--- config.mk ---
export PLATFORM = sky130hd
export DESIGN_NAME = linked_fifo_with_free_list_core
export DESIGN_NICKNAME = d
export VERILOG_FILES = /design/src/lffl_pkg.sv /design/src/linked_fifo_with_free_list_core.sv
export VERILOG_INCLUDE_DIRS = /design/src /design/src/src
export SDC_FILE = /design/constraint.sdc
export NUM_CORES = 1
export LEC_CHECK = 0
export ABC_AREA = 1
export BUFFER_PORTS_ARGS = -buffer_cell sky130_fd_sc_hd__buf_4
export CAP_MARGIN = 5
export CORE_UTILIZATION = 40
export CTS_BUF_LIST = sky130_fd_sc_hd__clkbuf_2
export DETAILED_ROUTE_END_ITERATION = 10
export GPL_TIMING_DRIVEN = 0
export HOLD_SLACK_MARGIN = 0.03
export REMOVE_ABC_BUFFERS = 1
export SLEW_MARGIN = 40
export SYNTH_ARGS = -nofsm -noshare
export SYNTH_HDL_FRONTEND = slang
export SYNTH_SLANG_ARGS = --single-unit
--- constraint.sdc ---
create_clock -name clock -period 8.73 [get_ports clock]
set_input_delay 0.873 -clock clock [delete_from_list [all_inputs] [get_ports clock]]
set_output_delay 0.873 -clock clock [all_outputs]
set_load 0.01 [all_outputs]
--- src/linked_fifo_with_free_list_core_defines.svh ---
// Assertion macros for the linked FIFO core.
// Used by files that hold concurrent checks; expects clock and reset in scope.
`ifndef LINKED_FIFO_WITH_FREE_LIST_CORE_DEFINES_SVH
`define LINKED_FIFO_WITH_FREE_LIST_CORE_DEFINES_SVH

// same-cycle implication
`define LFFL_ASSERT_NOW(label, ante, cons, msg) \
   label: assert property (@(posedge clock) disable iff (reset) (ante) |-> (cons)) \
      else $error(msg);

// next-cycle implication
`define LFFL_ASSERT_NEXT(label, ante, cons, msg) \
   label: assert property (@(posedge clock) disable iff (reset) (ante) |=> (cons)) \
      else $error(msg);

`endif

--- src/lffl_pkg.sv ---
// Shared constants and types for the linked FIFO core.
// No dependencies.
`timescale 1ns / 1ps

package lffl_pkg;

   localparam int CAPACITY = 15;
   localparam int DATA_W   = 64;
   localparam int NODES    = CAPACITY + 1;
   localparam int NODE_W   = (NODES > 1) ? $clog2(NODES) : 1;
   localparam int CNT_W    = $clog2(CAPACITY + 1);
   localparam int VALUE_W  = 64;
   localparam int OCC_W    = 4;

   typedef logic [NODE_W-1:0] node_idx_type;
   typedef logic [CNT_W-1:0]  count_type;

   typedef enum logic {
      MODE_WRITE = 1'b0,
      MODE_READ  = 1'b1
   } mode_type;

   typedef enum logic {
      ST_IDLE,
      ST_EXEC
   } fsm_state_type;

endpackage

--- src/linked_fifo_with_free_list_core.sv ---
// Linked-list FIFO core: node pool with a data memory and a link memory.
// Depends on lffl_pkg and linked_fifo_with_free_list_core_defines.svh.
`timescale 1ns / 1ps
`include "linked_fifo_with_free_list_core_defines.svh"

// Channel   Ports                                   Handshake
// -------   -------------------------------------   ---------------------------
// request   req_mode, req_write_value               start high while busy low
// response  rsp_success, rsp_read_value,            rsp_strobe, one cycle,
//           rsp_occupancy                           no backpressure
//
// In each transaction the accept edge issues the memory reads
// (free link at free head, queue link and data at the front node), the next
// cycle modifies and writes back and shows the response with rsp_strobe.
// busy is high in that cycle, so accesses never overlap.
// Synchronous reset leaves an empty queue with node 0 as sentinel; no
// clearing pass (free links default through per-node valid flops).

module linked_fifo_with_free_list_core (
   input  logic                        clock,
   input  logic                        reset,
   input  logic                        start,
   output logic                        busy,
   input  logic                        req_mode,
   input  logic [lffl_pkg::VALUE_W-1:0] req_write_value,
   output logic                        rsp_strobe,
   output logic                        rsp_success,
   output logic [lffl_pkg::VALUE_W-1:0] rsp_read_value,
   output logic [lffl_pkg::OCC_W-1:0]   rsp_occupancy
);

   // memories
   logic [lffl_pkg::DATA_W-1:0] node_mem  [lffl_pkg::NODES];
   // one link per node: queue link while queued, free link while spare
   lffl_pkg::node_idx_type      link_mem  [lffl_pkg::NODES];
   logic [lffl_pkg::NODES-1:0]  flink_vld_ff;

   // control state
   lffl_pkg::fsm_state_type state_ff, state_in;
   lffl_pkg::node_idx_type  free_head_ff, free_head_in;
   lffl_pkg::node_idx_type  queue_head_ff, queue_head_in;
   lffl_pkg::node_idx_type  queue_tail_ff, queue_tail_in;
   lffl_pkg::node_idx_type  head_next_ff, head_next_in;   // front data node
   lffl_pkg::count_type     entry_count_ff, entry_count_in;

   // captured request and read data
   lffl_pkg::mode_type          mode_ff;
   logic [lffl_pkg::DATA_W-1:0] value_ff;
   logic [lffl_pkg::DATA_W-1:0] node_rd_ff;
   lffl_pkg::node_idx_type      qlink_rd_ff;
   lffl_pkg::node_idx_type      flink_rd_ff;
   logic                        flink_vld_rd_ff;

   logic accept;
   logic exec;
   logic wr_ok;
   logic rd_ok;
   lffl_pkg::node_idx_type free_next;

   assign accept = start && !busy;
   assign exec   = (state_ff == lffl_pkg::ST_EXEC);
   assign wr_ok  = exec && (mode_ff == lffl_pkg::MODE_WRITE) &&
                   (entry_count_ff != lffl_pkg::CNT_W'(lffl_pkg::CAPACITY));
   assign rd_ok  = exec && (mode_ff == lffl_pkg::MODE_READ) && (entry_count_ff != '0);

   // unwritten free link defaults to the next node
   assign free_next = flink_vld_rd_ff ? flink_rd_ff :
                      lffl_pkg::NODE_W'(32'(free_head_ff) + 32'd1);

   // next state
   always_comb begin
      state_in = state_ff;
      unique case (state_ff)
         lffl_pkg::ST_IDLE: if (start) state_in = lffl_pkg::ST_EXEC;
         lffl_pkg::ST_EXEC: state_in = lffl_pkg::ST_IDLE;
         default:           state_in = lffl_pkg::ST_IDLE;
      endcase
   end

   // list update
   always_comb begin
      free_head_in   = free_head_ff;
      queue_head_in  = queue_head_ff;
      queue_tail_in  = queue_tail_ff;
      head_next_in   = head_next_ff;
      entry_count_in = entry_count_ff;
      if (wr_ok) begin
         free_head_in   = free_next;
         queue_tail_in  = free_head_ff;
         if (entry_count_ff == '0) head_next_in = free_head_ff;
         entry_count_in = entry_count_ff + lffl_pkg::CNT_W'(1);
      end else if (rd_ok) begin
         // front node becomes sentinel, old sentinel heads the free list
         queue_head_in  = head_next_ff;
         head_next_in   = qlink_rd_ff;
         free_head_in   = queue_head_ff;
         entry_count_in = entry_count_ff - lffl_pkg::CNT_W'(1);
      end
   end

   // outputs
   always_comb begin
      busy           = exec;
      rsp_strobe     = exec;
      rsp_success    = wr_ok || rd_ok;
      rsp_read_value = rd_ok ? lffl_pkg::VALUE_W'(node_rd_ff) : '0;
      rsp_occupancy  = lffl_pkg::OCC_W'(entry_count_in);
   end

   always_ff @(posedge clock) begin
      if (reset) begin
         state_ff       <= lffl_pkg::ST_IDLE;
         free_head_ff   <= lffl_pkg::NODE_W'(1);
         queue_head_ff  <= '0;
         queue_tail_ff  <= '0;
         entry_count_ff <= '0;
         flink_vld_ff   <= '0;
      end else begin
         state_ff       <= state_in;
         free_head_ff   <= free_head_in;
         queue_head_ff  <= queue_head_in;
         queue_tail_ff  <= queue_tail_in;
         entry_count_ff <= entry_count_in;
         if (rd_ok) flink_vld_ff[queue_head_ff] <= 1'b1;
      end
   end

   // request capture and registered memory reads
   always_ff @(posedge clock) begin
      head_next_ff <= head_next_in;
      if (accept) begin
         mode_ff         <= lffl_pkg::mode_type'(req_mode);
         value_ff        <= req_write_value[lffl_pkg::DATA_W-1:0];
         node_rd_ff      <= node_mem[head_next_ff];
         qlink_rd_ff     <= link_mem[head_next_ff];
         flink_rd_ff     <= link_mem[free_head_ff];
         flink_vld_rd_ff <= flink_vld_ff[free_head_ff];
      end
   end

   // memory write-back
   always_ff @(posedge clock) begin
      if (wr_ok) begin
         node_mem[free_head_ff]  <= value_ff;
         link_mem[queue_tail_ff] <= free_head_ff;
      end else if (rd_ok) begin
         link_mem[queue_head_ff] <= free_head_ff;
      end
   end

   `LFFL_ASSERT_NEXT(a_accept_gives_rsp, accept, rsp_strobe, "accepted transaction gave no response")
   `LFFL_ASSERT_NOW(a_count_bound, 1'b1, 32'(entry_count_ff) <= lffl_pkg::CAPACITY, "entry count above capacity")
   `LFFL_ASSERT_NOW(a_empty_head_tail, entry_count_ff == '0, queue_head_ff == queue_tail_ff, "empty queue with head unlike tail")
   `LFFL_ASSERT_NEXT(a_read_decrements, rd_ok, entry_count_ff == $past(entry_count_ff) - lffl_pkg::CNT_W'(1), "read did not decrement count")

endmodule

### Yosys cells after proc, flatten, opt, wreduce, memory -nomap -nowiden

Memory sizes are Yosys's and may differ from the RTL's. A register that Yosys moved wholly into a read port is not among the register bits.
Cells that the tools add are included.

* register bits: 103
* RAM bits: 1088
* bits of input ports: 68
* output and inout port bits: 71
* logic and storage cells: 61
* memories kept: 2

Memories
* node_mem: depth 16, bits a word 64, rd ports 1, clocked after Yosys merged registers in 1, wr ports 1, RTL line linked_fifo_with_free_list_core.sv:33 `logic [lffl_pkg::DATA_W-1:0] node_mem [lffl_pkg::NODES];`
* link_mem: depth 16, bits a word 4, rd ports 2, clocked after Yosys merged registers in 2, wr ports 1, RTL line linked_fifo_with_free_list_core.sv:35 `lffl_pkg::node_idx_type link_mem [lffl_pkg::NODES];`

* add/sub/neg operators: 3
* magnitude comparators: 3
* equality and inequality tests: 2
* mux-type cells: 23
* bitwise logic cells: 4
* reductions and logical operators: 14

Operator list (number)
* 64-bit two-way mux: 1
* 4-bit two-way mux: 10
* 16-bit bitwise OR: 1
* 4-bit by 5-bit < comparator with 1-bit output, second input constant: 2
* 1-bit two-way mux: 9
* 4-bit by 1-bit adder with 4-bit output, second input constant: 2
* 1-bit logical AND: 6
* 1-bit binary-select mux with 4-bit select: 1
* 1-bit demux with 4-bit select: 1
* 4-bit by 1-bit greater-or-equal comparator with 1-bit output, second input constant: 1
* 4-bit logical NOT: 1
* 4-bit != test, second input constant: 1
* 2-bit AND reduction: 2
* 4-bit nonzero test: 1
* 4-bit OR reduction: 1
* 4-bit by 1-bit subtractor with 4-bit output, second input constant: 1
* 1-bit NOT: 3
* 2-bit by 1-bit != test with 1-bit output, second input constant: 1
* 1-bit case mux with 2 select lines: 1
* 2-bit nonzero test: 1
* 1-bit logical NOT: 1
* 1-bit logical OR: 1

### Logic depth before layout (Yosys ltp)

Gate-level depths: netlist (run 1).

* word-level depth: 7
* gate-level depth with buffers: 10
* gate-level depth less buffers: 10

### Least setup slack after synthesis (run 1)

Ideal clock, no wire load.

* path kind: input port to flip-flop
* start point: in start
* end point: reg flink_rd_ff[0], read port of link_mem (enable)
* library setup time: 0.642 ns
* arrival: 6.716 ns
* required time: 8.088 ns
* setup slack: 1.373 ns
* cell stages on the path: 2
* buffers on the path: 0
* path through: inv_1 nor2_1

* cells in the longest elaborated chain, start to end: 1

RTL lines
* start, declared: RTL line linked_fifo_with_free_list_core.sv:22 `input logic start,`
* 1-bit logical AND: RTL line linked_fifo_with_free_list_core.sv:60 `assign accept = start && !busy;`
* named net accept: RTL line linked_fifo_with_free_list_core.sv:54 `logic accept;`
* end, declared: RTL line linked_fifo_with_free_list_core.sv:51 `lffl_pkg::node_idx_type flink_rd_ff;`

The timed path passes the listed nets, and every way through them passes these cells.
A chain may end at the register's enable or synchronous reset.

### Final worst setup path (run 1)

* start point: reg entry_count_ff[0]
* end point: out rsp_occupancy[2] in the netlist's numbering

* cells in the longest elaborated chain, start to end: 4
* elaborated cells on any way between the ends: 8
* classes of those cells: add/sub (2); eq/ne (1); mux (2); reduce/logical (3)

RTL lines
* start, declared: RTL line linked_fifo_with_free_list_core.sv:44 `lffl_pkg::count_type entry_count_ff, entry_count_in;`
* start signal, assigned: RTL line linked_fifo_with_free_list_core.sv:123 `entry_count_ff <= entry_count_in;`
* branches (longest 3 deep; another with 4-bit by 1-bit subtractor with 4-bit output)
* 4-bit two-way mux (*): RTL line linked_fifo_with_free_list_core.sv:87 `if (wr_ok) begin`
* end, declared: RTL line linked_fifo_with_free_list_core.sv:29 `output logic [lffl_pkg::OCC_W-1:0] rsp_occupancy`

Mark *: on every way between the ends.

==> metrics, run 1 <==
drt total wl=124,500 um; Via Count=33,070; antenna viol nets, final=0; initial antenna violation count=4; Final Setup Violations=0; Max VDD drop=0.1310 mV; num ports=139; Site Rows=131; count of cell types in the netlist=27; CTS H-tree lvls=5; maximum fanout along the worst path=87; Skew-Pair Late Insertion Delay=1.55 ns; final hold vios=0; CP required=7.86 ns; CTS max path bufs=4; Final TNS setup=0 ns; R2R Setup Slk=5.07 ns; Clock Skew=0.1737 ns; syn avg cell area=12.49 sq um; Reg2Reg Launch Point=entry_count_ff[0]; CTS root buffer=clkbuf_2; DR WL/cell=18.87 um; WS Path Type=flip-flop to output port; TritonCTS clock tree=done; crit path time final=4.825 ns; hold depth=3; MaxCap Viol Count=0; Rel. slew slack=30.76%; Core ar.=127,800 sq um; CP Buf/Inv Count=3; IO buf count=138; largest net degree at the start of global routing=88; critical-path cell list=inv_1 -> ha_1 -> nand2_2 -> nand2_8 -> nand2_2 -> inv_1 -> nand2_1 -> nand3_1 -> buf_4; register area share after synthesis=72.82%; hold_ws=0.3336 ns; gr usage total=19.03%; Yosys warnings=0; Crit-path slowest cell=nand2_8; Layout Nets=4,801; vias in the first global route=32,020; status=finished clean; Slew Viols, Final=0; DRC Markers=0; crit start category=flip-flop; Routability Congestion=0.7633; Hold Path Class=primary input to flip-flop; clock transition at the registers of the reported paths=0.10 ns; clock sink total=1,263; die height=361.3 um; Crit path arrival time=3.95 ns; Layout area overhead=19.00%; Worst-Margin Slew=1.039 ns; fin crit share=55.27%; layout cells sized above 1=18.33%; Die W=361.3 um; worst reg2reg path depth=10; grt ovf=0; drt pass-1 iters=5; Via density=5.012; DP HPWL=80,010 um; FF+latch count, synth=1,263; Endpoint, Worst Hold=entry_count_ff[0]; f_max=207.2 MHz; clock buffer count from CTS=332; DR iter-0 viols=3,008; first-pass GRT wire length=188,700 um; R2R Path End=node_mem[2][24]; Mapped Area=51,630 sq um; PD cells=185.6 nW/um^2; Post-Synthesis Cells=4,133; postcts setup bufs=0; Crit path largest cell delay=0.56 ns; Leakage=23.59 nW; hold_sp=reset; unrepaired setup endpoints after global routing=false; starting density of the core=40.38%; Worst path top cell family by delay=simple AND/OR/NAND/NOR gates; crit end category=output port; die area=130,500 sq um
## kinds of logic (layout without fill, tap and decap cells)
kind of cell / count (synthesis) / count (layout) / share of synthesized area [%]
DFF: 1263 / 1263 / 72.82
adders and majority gates: 6 / 6 / 0.1454
buffers and inverters: 909 / 1709 / 8.029
AOI/OAI and AO/OA: 924 / 924 / 10.38
other: 0 / 3 / 0
and+or+nand+nor: 1027 / 1027 / 8.555
xor gates and xnor gates: 4 / 4 / 0.06785
## cell type report
cell class | count | area, sq um
multi-input combinational | 1961 | 10020
timing repair buffer | 518 | 6420
clock inverter | 70 | 491.7
sequential | 1263 | 37600
clock buffer | 470 | 2352
antenna | 3 | 7.507
inverter | 651 | 2459
tap | 1662 | 2079
fill | 11330 | 66410
## synthesized netlist by cell type, drive strengths merged
| master | instances | area (sq um) |
|---|---|---|
| o211ai | 287 | 2155 |
| nand3 | 420 | 2102 |
| nor3 | 3 | 15.01 |
| inv | 650 | 2440 |
| o21ai | 310 | 1551 |
| clkbuf | 90 | 337.8 |
| nand4 | 8 | 50.05 |
| nand2 | 469 | 1773 |
| a31oi | 3 | 18.77 |
| edfxtp | 1230 | 36940 |
| xor2 | 4 | 35.03 |
| clkinv | 1 | 3.750 |
| buf | 168 | 1364 |
| nor2 | 127 | 476.7 |
| a211oi | 3 | 22.52 |
| ha | 6 | 75.07 |
| dfxtp | 33 | 660.6 |
| a21oi | 321 | 1614 |
## metal layers
metal | part of all wire (%) | wire length, um | vias up | global-route usage [%]
li1 | - | - | 15940 | -
met1 | 45 | 56450 | 15850 | 26.54
met2 | 46 | 57620 | 1058 | 29.78
met3 | 6.0 | 7450 | 225 | 3.329
met4 | 2.4 | 2947 | 0 | 7.129
met5 | 0 | 0 | - | 0
## power by group
group	leakage [nW]	internal [mW]	total [mW]	switching (mW)
Sequential	11.4	6.72	6.82	0.0936
Clock	2.19	1.66	3.96	2.30
Combinational	9.97	0.260	0.625	0.365
## per-stage QoR
| stage | power [mW] | setup slack, ns | util [%] | cells | instance area [sq um] |
|---|---|---|---|---|---|
| 2_1_floorplan | 7.341 | -9.453 | - | 3875 | 49930 |
| 6_report | 11.40 | 3.905 | 48.06 | 6598 | 61440 |
| 5_1_grt | 11.91 | 3.460 | 48.06 | 6598 | 61440 |
| 3_3_place_gp | 7.637 | -18.42 | 41.49 | 5675 | 53040 |
| 3_5_place_dp | 7.539 | 5.097 | 44.78 | 5921 | 57250 |
| 4_1_cts | 11.54 | 3.612 | 48.05 | 6595 | 61430 |
## layout by cell type, fill, tap and decap left out, drive strengths merged, types with 57 or more instances in the layout
cell            n
buf           384
clkinv         57
a21oi         321
o21ai         310
nand3         420
edfxtp       1230
inv           654
clkbuf        470
dlygate4sd3   134
nand2         469
nor2          127
o211ai        287
## tightest hold or removal path, cell delays in order
cell	delay, ns
dlygate4sd3_1	0.54
buf_4	0.25
nor2_1	0.13
## worst max-delay path by stage
| stage | slack (ns) | start | cells after the start | endpoint |
|---|---|---|---|---|
| final | 3.90 | entry_count_ff[0] | 9 | rsp_occupancy[2] |
| after global routing | 3.46 | entry_count_ff[0] | 9 | rsp_occupancy[2] |
| after CTS | 3.61 | entry_count_ff[0] | 9 | rsp_occupancy[2] |
| after detailed placement | 5.10 | entry_count_ff[1] | 10 | node_mem[2][27] |
| after global placement | -18.42 | head_next_ff[0] | 4 | node_rd_ff[36] |
| after floorplan | -9.45 | head_next_ff[0] | 4 | node_rd_ff[62] |
## sequential cells by signal, indices dropped and copies added, names as in the netlist, 4 cells and up
name and count:
node_mem 1024, queue_tail_ff 4, free_head_ff 4, flink_vld_ff 16
link_mem 64, value_ff 64, head_next_ff 4, node_rd_ff 64
flink_rd_ff 4, qlink_rd_ff 4, queue_head_ff 4, entry_count_ff 4
## timing repair
item                       in CTS  in global routing
hold endpoints to repair      200                  0
setup endpoints to repair       0                  0
gates resized for setup         0                  0
hold buffers                  134                  0
No activity file was read; power rests on OpenSTA's default activity.
==> run 2, diff against run 1 <==
--- a/config.mk
+++ b/config.mk
@@ -6,7 +6,7 @@
 export SDC_FILE = /design/constraint.sdc
 export NUM_CORES = 1
 export LEC_CHECK = 0
-export ABC_AREA = 1
+export ABC_AREA = 0
 export BUFFER_PORTS_ARGS = -buffer_cell sky130_fd_sc_hd__buf_4
 export CAP_MARGIN = 5
 export CORE_UTILIZATION = 40
==> constraint.sdc (replaced) <==
create_clock -name clock -period 4.9 [get_ports clock]
set_input_delay 0.49 -clock clock [delete_from_list [all_inputs] [get_ports clock]]
set_output_delay 0.49 -clock clock [all_outputs]
set_load 0.01 [all_outputs]
==> run 2 against run 1 <==
Final area down 5.3%; synthesized cell count down 47%; register-to-register slack worse by 4.3 ns; hold slack worse by 0.060 ns; flip-flop and latch count unchanged; cell count down 29%; clock power up 72%; combinational power up 140%; critical path depth down 2; total power up 81%; clock skew down 0.050 ns.
==> metrics, run 2 <==
Clock Skew=0.1232 ns (was 0.1737 ns); fin util=49.19% (was 48.06%); TritonCTS clock tree=done (unchanged); clock network fraction of total power=33.2% (was 34.7%); clock buffer count from CTS=332 (unchanged); Core ar.=118,200 sq um (was 127,800 sq um); crit path time final=4.450 ns; largest net degree at the start of global routing=43 (was 88); hold depth=3 (unchanged); WS Path Type=flip-flop to output port (unchanged); Via Count=24,950 (was 33,070); Die W=347.4 um (was 361.3 um); top cells by count, synth=1,230 x edfxtp_1, 292 x mux4_2, 147 x a22oi_1, 116 x nand2_1, 67 x and2_1 (was 1,230 x edfxtp_1, 648 x inv_1, 466 x nand2_1, 420 x nand3_1, 319 x a21oi_1); vias in the first global route=26,520 (was 32,020); dpl ws=0.8865 ns (was 5.097 ns); register area share after synthesis=78.78% (was 72.82%); R2R Setup Slk=0.77 ns (was 5.07 ns); hold_ws=0.2740 ns (was 0.3336 ns); dominant cell type by area after synthesis=edfxtp_1 (unchanged); die area=120,700 sq um (was 130,500 sq um); top post-synthesis cells by area=edfxtp_1 77%, mux4_2 14%, a22oi_1 2.3% (was edfxtp_1 72%, inv_1 4.7%, o211ai_1 4.2%); grt met1 use=26.35% (was 26.54%); fill count=9,704 (was 11,330); M2 GR Usage=29.67% (was 29.78%); Pwr Total=20.59 mW (was 11.40 mW); count of cell types in the netlist=39 (was 27); starting density of the core=40.36% (was 40.38%); Worst-Margin Slew=0.9265 ns (was 1.039 ns); gr usage total=19.01% (was 19.03%); most used routing layer=met2 (unchanged); filler-free cell count of the finished design=4,663 (was 6,598); Crit path arrival time=3.96 ns (was 3.95 ns); layout cells sized above 1=38.04% (was 18.33%); maximum fanout along the worst path=16 (was 87); Leakage=19.83 nW (was 23.59 nW); antenna viol nets, final=0 (unchanged); unrepaired setup endpoints after global routing=false (unchanged); syn avg cell area=21.99 sq um (was 12.49 sq um); grt ovf=0 (unchanged); Site Rows=126 (was 131); Rel. slew slack=38.23% (was 30.76%); num ports=139 (unchanged); CTS-repair resized insts=0 (unchanged); DRC Markers=0 (unchanged); commonest non-fill, non-tap cell in the layout=edfxtp_1 (unchanged); Hold Path Class=primary input to flip-flop (unchanged); status=finished clean (unchanged); crit start category=flip-flop (unchanged); Multi-input gate area=9622 sq um (was 10,020 sq um); DP HPWL=77,180 um (was 80,010 um); Reg power frac=59.4% (was 59.8%); post-synth top area share=77.39% (was 71.54%); first-pass GRT wire length=168,100 um (was 188,700 um); CP required=4.41 ns (was 7.86 ns); Final Cell Area=58,160 sq um (was 61,440 sq um); FF+latch count, synth=1,263 (unchanged); Max VDD drop=0.1604 mV (was 0.1310 mV); fin crit share=90.82%; Slew Viols, Final=0 (unchanged); Most used DFF post-synth=edfxtp_1 (unchanged); Post-synth EDFFs=1,230 (unchanged); f_max=224.7 MHz; met3 Usage GRT=4.382% (was 3.329%); Mapped Area=47,730 sq um (was 51,630 sq um); Skew-Pair Late Insertion Delay=1.49 ns (was 1.55 ns); CTS max path bufs=4 (unchanged); Routability Congestion=0.7403 (was 0.7633); setup ws final=0.4498 ns (was 3.905 ns); hold_sp=req_write_value[14] (was reset); CTS root buffer=clkbuf_2 (unchanged); MaxCap Viol Count=0 (unchanged); Area after DPL=53,940 sq um (was 57,250 sq um); Layout area overhead=21.86% (was 19.00%); Pint=15.56 mW (was 8.644 mW); placed cells=3,964 (was 5,921); most frequent cells in the layout=1,230 x edfxtp_1, 461 x clkbuf_2, 292 x mux4_2, 180 x buf_4, 147 x a22oi_1 (was 1,230 x edfxtp_1, 648 x inv_1, 470 x clkbuf_2, 466 x nand2_1, 420 x nand3_1); Endpoint, Worst Hold=value_ff[14] (was entry_count_ff[0]); Layout Nets=2,976 (was 4,801); initial antenna violation count=2 (was 4); Final TNS setup=0 ns (unchanged); IO buf count=138 (unchanged); Top reg by flops=node_mem (unchanged); CTS H-tree lvls=5 (unchanged); Comb power frac=7.5% (was 5.5%); DR WL/cell=24.34 um (was 18.87 um); final hold vios=0 (unchanged); Yosys warnings=0 (unchanged); clock sink total=1,263 (unchanged); Post-Synthesis Cells=2,170 (was 4,133); worst reg2reg path depth=10 (unchanged); die height=347.4 um (was 361.3 um); clock transition at the registers of the reported paths=0.09 ns (was 0.10 ns); PD cells=354.0 nW/um^2 (was 185.6 nW/um^2); Post-synth ARST share=0% (unchanged); Psw=5.033 mW (was 2.756 mW); DR iter-0 viols=2,287 (was 3,008); crit end category=output port (unchanged); Sw Ratio=24.44% (was 24.18%); Reg2Reg Launch Point=busy (was entry_count_ff[0]); Final Setup Violations=0 (unchanged); R2R Path End=node_mem[0][12] (was node_mem[2][24]); drt pass-1 iters=5 (unchanged); register area=37,610 sq um (was 37,600 sq um); most frequent cell after synthesis=edfxtp_1 (unchanged); Via density=5.350 (was 5.012); drt total wl=113,500 um (was 124,500 um); max reg flops=1,024 (unchanged)
## run 2: final cells by class
cell class,count,area share [%]
Antenna cell,1,0.004303
Timing Repair Buffer,518,10.63
Clock inverter,97,0.8498
Sequential cell,1263,64.66
Clock buffer,461,3.967
Tap cell,1536,3.304
Inverter,7,0.04518
Multi-Input combinational cell,780,16.54
## run 2: per-layer routing
layer	part of all wire (%)	routed length [um]
met4	2.0	2218
met3	7.0	7975
met5	0	0
met2	48	54220
met1	43	49080
## run 2: critical path, cell delays in order (launching register included)
cell and delay [ns]:
dfxtp_1 0.36, inv_1 0.11, ha_1 0.22, nor3b_4 0.55
or2_1 0.66, o22ai_2 0.22, xor2_1 0.23, buf_4 0.16
## run 2: worst max-delay path by stage
stage                 startpoint                to  slack, ns  cells after the start
3_5_place_dp             mode_ff   node_mem[0][50]       0.89                     10
5_1_grt        entry_count_ff[0]  rsp_occupancy[1]       0.09                      7
2_1_floorplan    head_next_ff[0]     node_rd_ff[0]      -6.78                      3
6_report       entry_count_ff[0]  rsp_occupancy[3]       0.45                      7
4_1_cts        entry_count_ff[0]  rsp_occupancy[3]       0.05                      7
3_3_place_gp     head_next_ff[0]    node_rd_ff[59]     -12.14                      3
## run 2: logic make-up after synthesis
logic type                 after synthesis  share of synthesized area [%]
adders and majority gates                6                         0.1573
and+or+nand+nor                        273                          2.685
xor gates and xnor gates                 5                        0.09177
muxes                                  298                          13.91
DFF                                   1263                          78.78
buffers and inverters                  127                          1.431
AOI/OAI and AO/OA                      198                          2.949
## run 2: timing repair
item | 4_1_cts | 5_1_grt
hold buffers | 140 | 0
setup buffers | 0 | 0
endpoints found under the hold margin | 221 | 0
## run 2: power by group through the flow
stage / Clock, mW / Sequential (mW) / Combinational [mW]
after floorplan: 0 / 12.5 / 0.950
after global placement: 0 / 12.7 / 1.49
after detailed placement: 0 / 12.5 / 1.46
after CTS: 7.08 / 12.2 / 1.55
after global routing: 7.62 / 12.2 / 1.65
final: 6.83 / 12.2 / 1.53
